--- src/sv/dpq_or_tree.sv ---
`timescale 1ns / 1ps
// Registered OR reduction tree; one register level per node, leaves of up
// to four inputs. N must be a power of two. No package dependency.
module dpq_or_tree #(
  parameter int N = 4,
  parameter int W = 32
) (
  input  logic                clk,
  input  logic [N-1:0][W-1:0] leaves,
  output logic [W-1:0]        result
);

  if (N <= 4) begin : g_leaf
    logic [W-1:0] acc;

    always_comb begin
      acc = '0;
      for (int i = 0; i < N; i++) acc = acc | leaves[i];
    end

    always_ff @(posedge clk) begin
      result <= acc;
    end
  end else begin : g_node
    localparam int HALF = N / 2;
    logic [W-1:0] lo_res;
    logic [W-1:0] hi_res;

    dpq_or_tree #(.N(HALF), .W(W)) u_lo (
      .clk    (clk),
      .leaves (leaves[HALF-1:0]),
      .result (lo_res)
    );

    dpq_or_tree #(.N(N - HALF), .W(W)) u_hi (
      .clk    (clk),
      .leaves (leaves[N-1:HALF]),
      .result (hi_res)
    );

    always_ff @(posedge clk) begin
      result <= lo_res | hi_res;
    end
  end

endmodule

--- config.mk ---
export PLATFORM = sky130hd
export DESIGN_NAME = dpq_or_tree
export DESIGN_NICKNAME = d
export VERILOG_FILES = /design/src/sv/dpq_or_tree.sv
export SDC_FILE = /design/constraint.sdc
export NUM_CORES = 1
export LEC_CHECK = 0
export ABC_AREA = 0
export BUFFER_PORTS_ARGS = -buffer_cell sky130_fd_sc_hd__buf_2
export CAP_MARGIN = 10
export CORE_MARGIN = 4
export CORE_UTILIZATION = 23
export DETAILED_ROUTE_END_ITERATION = 8
export MAX_ROUTING_LAYER = met4
export PLACE_DENSITY = 0.75
export SLEW_MARGIN = 20
export SYNTH_ARGS = -nofsm -noshare
export SYNTH_HDL_FRONTEND = slang
export SYNTH_SLANG_ARGS = --single-unit
--- constraint.sdc ---
create_clock -name clk -period 0.9 [get_ports clk]
set_clock_uncertainty 0.2 [all_clocks]
set_input_delay 0.045 -clock clk [delete_from_list [all_inputs] [get_ports clk]]
set_output_delay 0.045 -clock clk [all_outputs]
set_load 0.02 [all_outputs]
==> metrics.yaml <==
critical_path:
  cpLargestDelayFamily: "flip-flops"
  crit_path_max_incr_delay_ns: 0.32
  worstPathRequired_ns: 0.65
  cp_slowest_cell: "dfxtp_2"
  cp.arrival_ns: 0.72
  crit_buf_inv: 1
  worstPathMaxFanout: 1
  crit_path_start_kind: "register"
  crit_chain: "buf_6"
  criticalPathCategory: "register to output port"
  cp-end-kind: "output port"
power:
  p_leak_nw: 1.01
  vdd_drop_max_uv: 774
  power_per_cell_area_mw_per_mm2: 1390
sta:
  timing.hold.ws_ns: -0.252
  hold_viol_final: 32
  layout_setup_ws_ns: -0.0607
  rsz0062_at_grt: "true"
  period_share: 1.07
  max-slew-margin-rel: 0.934
  max_freq_mhz: 1040
  worst_pin_slew_ns: 0.0990
  setup-violations-final: 32
  fin_crit_ns: 0.961
  slew_violations: 0
final_layout:
  top_register: "result"
  areaGrowthSynthToFinish_pct: 134
  largest_register_ffs: 32
  drive_gt1_frac: 0.857
  fin_util: 0.558
  nets: 360
  n_antenna_cell: 0
  reg_top3: "result: 32 flops"
flow_run:
  drv_cap: 0
floorplanning:
  die_x_microns: 69.9
  start_util: 0.239
  dieArea_sq_mm: 0.00488
  rows: 22
  core_area_sq_mm: 0.00369
  io_pins: 161
  die_h_microns: 69.9
global_route:
  grt_max_degree: 10
  antenna_found_initial: 0
  grt.overflow.total: 0
  grt_use_total: 0.144
  grt_pass1_wl_mm: 5.29
  grt_pass1_vias: 1268
cts:
  cts-root-buf: "clkbuf_8"
  numCtsBuffers: 5
  htree_levels: 2
  cts_setup_buffers: 0
  cts_sinks: 32
  clk_pin_slew_worst_paths_ns: 0.06
  cts_tree: "done"
  clockBufferDepth: 2
yosys:
  synth-edff-count: 0
  synth_fp_nets: 193
  synthTopCellsByArea: "dfxtp_1, or4_1"
  avgSynthCellArea_sq_um: 13.8
  ys_async_sr_fraction: 0
  ys_ff_latch: 32
  synth_common_cells: "dfxtp_1, or4_1"
  yosys_warnings: 0
  synthCells: 64
  syn_area_sq_um: 881
  ys_types: 2
  ys_seq_area_frac: 0.727
  synth_top_area_cell: "dfxtp_1"
  synth_top_area_frac: 0.727
  synth_flop_cell: "dfxtp_1"
detailed_routing:
  post_drt_wl_per_cell_microns: 12.6
  dr.pass1.iters: 2
  drc_errors: 0
  vias: 1203
  routed_wl_mm: 3.50
  postRouteAntennaNets: 0
  first_iter_violations: 22
  via_per_inst: 4.31
worst_hold_path:
  hold_class: "primary input to register"
placed_design:
  routabilityCongestion: 0.701
  io_buffers: 160
outcome:
  violations: "negative hold slack, negative setup slack"
  status: "complete, but fails checks"
cell families (layout without fill, tap and decap cells):
group	count (synthesis)	after routing	synth area share
AND/OR/NAND/NOR	32	32	0.273
buffers and inverters	0	167	0
flip-flops	32	32	0.727
layout make-up:
cell class,instances,area [sq um]
Fill cell,338,1630
Sequential cell,32,681
Clock inverter,1,5.00
Tap cell,48,60.1
Timing Repair Buffer,160,1000
Multi-Input combinational cell,32,240
Clock buffer,6,72.6
cell usage in the layout, fill, tap and decap left out, drive strengths merged:
master  instances
buf           160
or4            32
dfxtp          32
clkbuf          6
clkinv          1
repair_timing:
| action | 4_1_cts | 5_1_grt |
|---|---|---|
| setup endpoints to repair | 32 | 32 |
| gates cloned | 0 | 0 |
| resized for setup | 96 | 0 |
| endpoints found under the hold margin | 32 | 32 |
power by group:
| group | internal [mW] | total (mW) | switching, mW |
|---|---|---|---|
| clock | 0.524 | 0.983 | 0.459 |
| combinational | 0.277 | 0.406 | 0.129 |
| sequential | 1.46 | 1.48 | 0.0174 |
through the flow:
| stage | setup TNS [ns] | instances | power, mW | instance area, sq um | setup WS, ns |
|---|---|---|---|---|---|
| final | -1.64 | 279 | 2.87 | 2060 | -0.0607 |
| after global placement | -2.51 | 272 | 1.85 | 1740 | -0.121 |
| after CTS | -2.11 | 279 | 2.92 | 2060 | -0.0751 |
| after floorplan | 0 | 64 | 1.57 | 881 | 0.0300 |
| after global routing | -2.66 | 279 | 3.02 | 2060 | -0.0982 |
| after detailed placement | -2.74 | 272 | 1.86 | 1740 | -0.125 |
worst paths after layout:
check                              from            endpoint  slack, ns  depth (start not counted)
worst max-delay path  result[9]$_DFF_P_           result[9]      -0.06                          1
worst min-delay path        leaves[117]  result[21]$_DFF_P_      -0.25                          2
routing by layer:
metal / vias up / GRT usage / share of wire
met2: 85 / 0.270 / 0.57
met3: 6 / 0.0489 / 0.11
met1: 523 / 0.133 / 0.31
met5: - / - / 0
met4: 0 / 0.0574 / 0.016
li1: 589 / - / -
Note: power is estimated with default switching activity, not from simulation.
