## config.mk

```make
export PLATFORM = sky130hd
export DESIGN_NAME = dpq_cell
export DESIGN_NICKNAME = d
export VERILOG_FILES = /design/src/sv/dpq_pkg.sv /design/src/sv/dpq_cell.sv
export SDC_FILE = /design/constraint.sdc
export NUM_CORES = 1
export LEC_CHECK = 0
export ABC_AREA = 0
export BUFFER_PORTS_ARGS = -buffer_cell sky130_fd_sc_hd__buf_2
export CAP_MARGIN = 10
export CORE_ASPECT_RATIO = 0.5
export CORE_MARGIN = 3
export CORE_UTILIZATION = 44
export DETAILED_ROUTE_END_ITERATION = 7
export PLACE_DENSITY = 0.82
export SLEW_MARGIN = 15
export SYNTH_ARGS = -nofsm -noshare
export SYNTH_HDL_FRONTEND = slang
export SYNTH_SLANG_ARGS = --single-unit
```

## constraint.sdc

```tcl
create_clock -name clk -period 3.7 [get_ports clk]
set_input_delay 0.74 -clock clk [delete_from_list [all_inputs] [get_ports clk]]
set_output_delay 0.74 -clock clk [all_outputs]
set_load 0.01 [all_outputs]
```

## src/sv/dpq_pkg.sv

```systemverilog
`timescale 1ns / 1ps
// Shared types and constants for the double-ended priority queue.
// Used by dpq_cell and double_ended_priority_queue.
package dpq_pkg;

  localparam int DATA_W        = 32;
  localparam int COUNT_FIELD_W = 7;
  localparam int CAPACITY_DEF  = 64;

  typedef enum logic [1:0] {
    OP_INSERT          = 2'd0,
    OP_REMOVE_LARGEST  = 2'd1,
    OP_REMOVE_SMALLEST = 2'd2,
    OP_CLEAR           = 2'd3
  } op_t;

  typedef struct packed {
    op_t                       operation;
    logic signed [DATA_W-1:0] value;
  } req_t;

  typedef struct packed {
    logic signed [DATA_W-1:0] largest;
    logic signed [DATA_W-1:0] smallest;
    logic                     is_empty;
    logic [COUNT_FIELD_W-1:0] entry_count;
    logic                     overflow;
  } rsp_t;

  // Broadcast to every cell in the chain for one update cycle.
  typedef struct packed {
    logic                     ins;      // insert ins_val into the sorted row
    logic                     shift;    // drop the smallest, shift all down by one
    logic signed [DATA_W-1:0] ins_val;
  } cell_ctrl_t;

  // Smallest power of two that is at least n.
  function automatic int pow2_ceil(input int n);
    int p;
    p = 1;
    while (p < n) p = p << 1;
    return p;
  endfunction

  // Register stages of a radix-2 OR tree over n leaves (n a power of two),
  // whose leaf nodes take up to four inputs.
  function automatic int tree_lat(input int n);
    int lat;
    int m;
    lat = 1;
    m   = n;
    while (m > 4) begin
      m   = m >> 1;
      lat = lat + 1;
    end
    return lat;
  endfunction

endpackage

```

## src/sv/dpq_cell.sv

```systemverilog
`timescale 1ns / 1ps
// One slot of the sorted row: holds one entry, compares it with the insert
// value and trades entries with its neighbors. Depends on dpq_pkg.
module dpq_cell #(
  parameter int IDX   = 0,
  parameter int CNT_W = 7
) (
  input  logic                             clk,
  input  dpq_pkg::cell_ctrl_t              ctrl,
  input  logic [CNT_W-1:0]                 count,
  input  logic signed [dpq_pkg::DATA_W-1:0] left_val,
  input  logic                             left_gt,
  input  logic signed [dpq_pkg::DATA_W-1:0] right_val,
  output logic signed [dpq_pkg::DATA_W-1:0] val,
  output logic                             gt,
  output logic [dpq_pkg::DATA_W-1:0]        top_val
);
  import dpq_pkg::*;

  logic occupied;
  logic at_end;
  logic is_top;

  assign occupied = CNT_W'(IDX) < count;
  assign at_end   = count == CNT_W'(IDX);
  assign is_top   = count == CNT_W'(IDX + 1);

  // Occupied and strictly above the new value: this entry moves up one slot.
  assign gt      = occupied && (val > ctrl.ins_val);
  assign top_val = is_top ? val : '0;

  always_ff @(posedge clk) begin
    if (ctrl.ins) begin
      if (left_gt) begin
        val <= left_val;
      end else if (gt || at_end) begin
        val <= ctrl.ins_val;
      end
    end else if (ctrl.shift) begin
      val <= right_val;
    end
  end

endmodule

```

==> impl_metrics.json, run 1 <==
{
  "clock-root-buffer": "clkbuf_16",
  "postLayoutCoreUtil_pct": 66.7,
  "period_share_pct": 90.7,
  "fmax_ghz": 0.298,
  "cts_resized": 0,
  "tritoncts": "yes",
  "vias_per_cell": 4.91,
  "layout_min_cycle_time_ps": 3360,
  "critPathMaxFanout": 3,
  "initial_utilization_pct": 47.9,
  "gp_congestion": 0.747,
  "p_leak_nw": 2.06,
  "ioPinCount": 172,
  "synth-async-reset-ratio_pct": 0,
  "track_usage_pct": 19.9,
  "ys_seq_area_share_pct": 34.8,
  "route.met2.wl_um": 3860,
  "synth_most_common_cell": "a21oi_1",
  "reg2reg_depth": 7,
  "htreeDepth": 2,
  "end_kind": "primary output",
  "grt_antenna_before_repair": 0,
  "rsz0062_at_grt": "no",
  "start_kind": "input port",
  "pre_cts_slack_ps": 376,
  "synth_area_leaders": "edfxtp_1, ha_1, mux2i_1",
  "synth_largest_area_cell": "edfxtp_1",
  "dieHeight_um": 62.1,
  "synth-edff-count": 32,
  "r2r_slack_ps": 1140,
  "routed_wl_um": 7480,
  "tightest_slew_ps": 699,
  "peakVddDrop_mv": 0.187,
  "overflow": 0,
  "finalSetupViolCount": 0,
  "drive_gt1_share_pct": 39.8,
  "synth_commonest_cells": "a21oi_1, nor2_1",
  "dieWidth_um": 118,
  "worst_slack_ps": 344,
  "avgSynthCellArea_um2": 9.10,
  "area_growth_pct": 39.3,
  "slew_headroom_pct": 53.4,
  "hpwl_um": 6230,
  "grt_max_degree": 43,
  "drc": 0,
  "final_nets": 613,
  "ys.warnings.count": 0,
  "antenna_cells": 0,
  "m1WireLength_um": 3170,
  "dr.pass1.iters": 4,
  "path_clk_slew_ps": 50,
  "die-area_um2": 7330,
  "worstSkewPairLatency_ps": 270,
  "min_path_type": "in2reg",
  "vias": 2743,
  "syn_inst": 304,
  "portBuffers": 171,
  "largestRegisters": "val (32)",
  "post_cts_buffers": 0,
  "clock_skew_ps": 4.12,
  "rr_endpoint": "val[23]$_DFFE_PP_",
  "wl_met3_um": 416,
  "synth_top_area_share_pct": 34.8,
  "mappedNetlistArea_um2": 2770,
  "row_count": 19,
  "cts_sinks": 32,
  "first_iter_violations": 90,
  "fin_tns_setup_ps": 0,
  "hold_buffers": 0,
  "antenna_left": 0,
  "largest-register": "val",
  "synthFlopType": "edfxtp_1",
  "largest_register_ffs": 32,
  "max-clock-path-buffers": 2,
  "ys_ff_latch": 32,
  "outcome": "finished clean",
  "hold_depth": 3,
  "syn_nets": 443,
  "slew_violations": 0,
  "startpoint": "ctrl[7]",
  "first_global_vias": 2601,
  "p_per_area_nw_per_um2": 340,
  "path_class": "in2out",
  "cts_made_buffers": 5,
  "wl_per_cell_um": 13.4,
  "worstReg2RegStart": "val[31]$_DFFE_PP_",
  "grt_pass1_wl_um": 11800,
  "highest_layer": "met4",
  "design.core.area_um2": 5780,
  "required_ps": 2960,
  "critical_path_arrival_ps": 2620,
  "timing.final.hold_violations": 0,
  "synth.distinct_cells": 35,
  "cp-endpoint": "gt",
  "drv_cap": 0
}
-- logic make-up after synthesis --
logic type | share of synthesized area (%)
simple gates | 20.4
compound gates | 12.3
buf+inv | 6.52
mux | 11.6
fa+ha+maj | 14.5
flops | 34.8
-- power breakdown --
part / leakage (nW) / switching [mW] / internal [mW] / total (mW)
logic: 1.67 / 0.221 / 0.185 / 0.406
clock network: 0.0655 / 0.143 / 0.247 / 0.390
registers: 0.317 / 0.0407 / 0.474 / 0.515
-- layer usage --
metal | up-vias | global-route usage [%]
met4 | 0 | 3.67
li1 | 1419 | -
met2 | 84 | 38.5
met3 | 4 | 4.70
met5 | - | 0
met1 | 1236 | 23.7
-- layout make-up --
| type | count | area (um^2) |
|---|---|---|
| fill | 508 | 1920 |
| clock buffer | 7 | 133 |
| inverter | 32 | 120 |
| sequential | 32 | 961 |
| clock inverter | 1 | 3.75 |
| tap | 84 | 105 |
| multi-input combinational | 226 | 1630 |
| timing repair buffer | 177 | 901 |
-- cell usage in the layout, fill, tap and decap left out --
cell,count
a221oi_1,2
o211ai_1,2
nor2_1,37
nand4_2,1
ha_1,32
edfxtp_1,32
clkinv_1,1
nor3_1,1
mux2i_1,32
or3_1,1
nor4b_4,1
nand2_1,10
or4_1,1
nand2b_1,2
o22ai_1,1
nor4_4,1
nor2b_1,1
and3b_1,1
a2bb2oi_1,1
or4_4,1
a21oi_1,44
a211oi_1,1
and2_1,32
a2111o_1,1
a21boi_1,1
nand4_1,7
clkbuf_1,2
clkbuf_16,5
nor4_1,2
o21ai_0,4
a31oi_2,1
nand3_1,2
buf_2,171
o21ai_1,1
a21oi_2,1
nand3_2,1
inv_1,32
buf_4,6
-- how the worst min path moves through the flow --
stage / startpoint / to / slack [ps]
after CTS: right_val[6] / val[6]$_DFFE_PP_ / 780
after floorplan: right_val[30] / val[30]$_DFFE_PP_ / 970
after global routing: right_val[18] / val[18]$_DFFE_PP_ / 790
after detailed placement: right_val[6] / val[6]$_DFFE_PP_ / 1060
after global placement: right_val[11] / val[11]$_DFFE_PP_ / 1060
final: right_val[6] / val[6]$_DFFE_PP_ / 780
-- worst max-delay path: stages --
cell,delay (ps)
buf_2,90
inv_1,40
ha_1,310
a21oi_1,140
o21ai_0,130
a221oi_1,370
a31oi_2,180
or3_1,330
a21boi_1,140
buf_2,150
-- per-stage QoR --
step | hold slack (ps) | std cells | area, um^2 | total power [mW]
2_1_floorplan | 966 | 304 | 2770 | 0.750
3_3_place_gp | 1060 | 551 | 3720 | 0.919
3_5_place_dp | 1060 | 551 | 3720 | 0.930
4_1_cts | 781 | 559 | 3850 | 1.32
5_1_grt | 787 | 559 | 3850 | 1.39
6_report | 783 | 559 | 3850 | 1.31
No activity file was read; power rests on OpenSTA's default activity.
==> inputs of run 2 (changes only) <==
--- a/config.mk
+++ b/config.mk
@@ -12,7 +12,7 @@
 export CORE_MARGIN = 3
 export CORE_UTILIZATION = 44
 export DETAILED_ROUTE_END_ITERATION = 7
-export PLACE_DENSITY = 0.82
+export PLACE_DENSITY = 0.88
 export SLEW_MARGIN = 15
 export SYNTH_ARGS = -nofsm -noshare
 export SYNTH_HDL_FRONTEND = slang
==> run 2 against run 1 <==
Net effect: clock skew about the same; maximum frequency shrank 1.6%; routed wire length up 5.8%; worst setup slack got worse by 55 ps; design area increased by 0.65%; clock power rose by 21%.
==> impl_metrics.json, run 2 (synthesis results as in run 1) <==
{
  "outcome": "finished clean",
  "dieHeight_um": 62.1,
  "portBuffers": 171,
  "track_usage_pct": 21.2,
  "drv_cap": 0,
  "p_leak_nw": 2.07,
  "slew_headroom_pct": 61.5,
  "overflow": 0,
  "fmax_ghz": 0.293,
  "period_share_pct": 92.2,
  "largest-register": "val",
  "ioPinCount": 172,
  "row_count": 19,
  "path_class": "in2out",
  "initial_utilization_pct": 47.9,
  "die-area_um2": 7330,
  "critical_path_arrival_ps": 2670,
  "max-clock-path-buffers": 2,
  "first_iter_violations": 82,
  "cts_made_buffers": 5,
  "worst_slack_ps": 289,
  "required_ps": 2960,
  "final_nets": 611,
  "hpwl_um": 6390,
  "drive_gt1_share_pct": 40.0,
  "htreeDepth": 2,
  "finalSetupViolCount": 0,
  "post_cts_buffers": 0,
  "antenna_cells": 0,
  "postLayoutCoreUtil_pct": 67.1,
  "peakVddDrop_mv": 0.183,
  "end_kind": "primary output",
  "rsz0062_at_grt": "no",
  "hold_depth": 3,
  "largest_register_ffs": 32,
  "routed_wl_um": 7920,
  "antenna_left": 0,
  "layout_min_cycle_time_ps": 3410,
  "path_clk_slew_ps": 50,
  "dpl_cell_area_um2": 3710,
  "dr.pass1.iters": 4,
  "hold_buffers": 0,
  "cts_resized": 0,
  "clock_skew_ps": 4.33,
  "worstSkewPairLatency_ps": 280,
  "pre_cts_slack_ps": 329,
  "critPathMaxFanout": 4,
  "grt_pass1_wl_um": 12400,
  "grt_antenna_before_repair": 0,
  "area_growth_pct": 40.2,
  "min_path_type": "in2reg",
  "grt_max_degree": 37,
  "vias": 2771,
  "cts_sinks": 32,
  "wl_per_cell_um": 14.2,
  "p_per_area_nw_per_um2": 363,
  "design.core.area_um2": 5780,
  "start_kind": "input port",
  "fin_tns_setup_ps": 0,
  "slew_violations": 0,
  "vias_per_cell": 4.97,
  "gp_congestion": 0.847,
  "first_global_vias": 2624,
  "tritoncts": "yes",
  "mostFrequentLayoutCell": "buf_2",
  "clock-root-buffer": "clkbuf_16",
  "finalInstanceArea_um2": 3880,
  "reg2reg_depth": 8,
  "drc": 0,
  "largestRegisters": "val (32)",
  "tightest_slew_ps": 577,
  "timing.final.hold_violations": 0,
  "final_cell_mix": "buf_2, a21oi_1, nor2_1",
  "dieWidth_um": 118
}
## run 2: cell count changes in the layout (fill, tap and decap cells not counted)
cell / previous run / this run
clkinv_2: 0 / 1
clkinv_1: 1 / 0
bufinv_16: 0 / 1
clkbuf_1: 2 / 1
buf_12: 0 / 1
buf_4: 6 / 3
## run 2: worst max-delay path, stage by stage
cell	delay, ps
buf_2	90
inv_1	40
ha_1	340
a21oi_1	180
nand2_1	90
a221oi_1	280
o211ai_1	200
or3_1	390
a21boi_1	160
buf_2	160
## run 2: final cells by class
class | count | area, um^2
multi-input combinational | 226 | 1630
clock inverter | 2 | 35.0
fill | 484 | 1900
timing repair buffer | 175 | 898
sequential | 32 | 961
tap | 84 | 105
clock buffer | 6 | 129
inverter | 32 | 120
## run 2: worst paths after layout
path / from / endpoint / slack (ps)
worst max-delay path: ctrl[30] / gt / 290
worst min-delay path: right_val[4] / val[4]$_DFFE_PP_ / 780
worst max register to register: val[31]$_DFFE_PP_ / val[30]$_DFFE_PP_ / 750
worst min register to register: val[31]$_DFFE_PP_ / val[15]$_DFFE_PP_ / 1410
## run 2: per-stage QoR
step | total power [mW] | hold slack [ps] | instances
after floorplan | 0.750 | 966 | 304
after global placement | 0.926 | 1050 | 549
after detailed placement | 0.941 | 1060 | 549
after CTS | 1.42 | 775 | 557
after global routing | 1.49 | 789 | 557
final | 1.41 | 778 | 557
## run 2: metal layers
layer / routed length, um / vias up / track usage (%)
met5: 0 / - / 0
met4: 104 / 0 / 5.33
met3: 445 / 12 / 3.89
met2: 3970 / 87 / 39.3
met1: 3390 / 1256 / 26.5
li1: - / 1416 / -
## run 2: where the power goes
group / internal (mW) / leakage, nW / switching, mW / total [mW]
sequential: 0.474 / 0.317 / 0.0389 / 0.513
clock: 0.317 / 0.0808 / 0.155 / 0.471
combinational: 0.189 / 1.67 / 0.235 / 0.424
total: 0.980 / 2.07 / 0.428 / 1.41
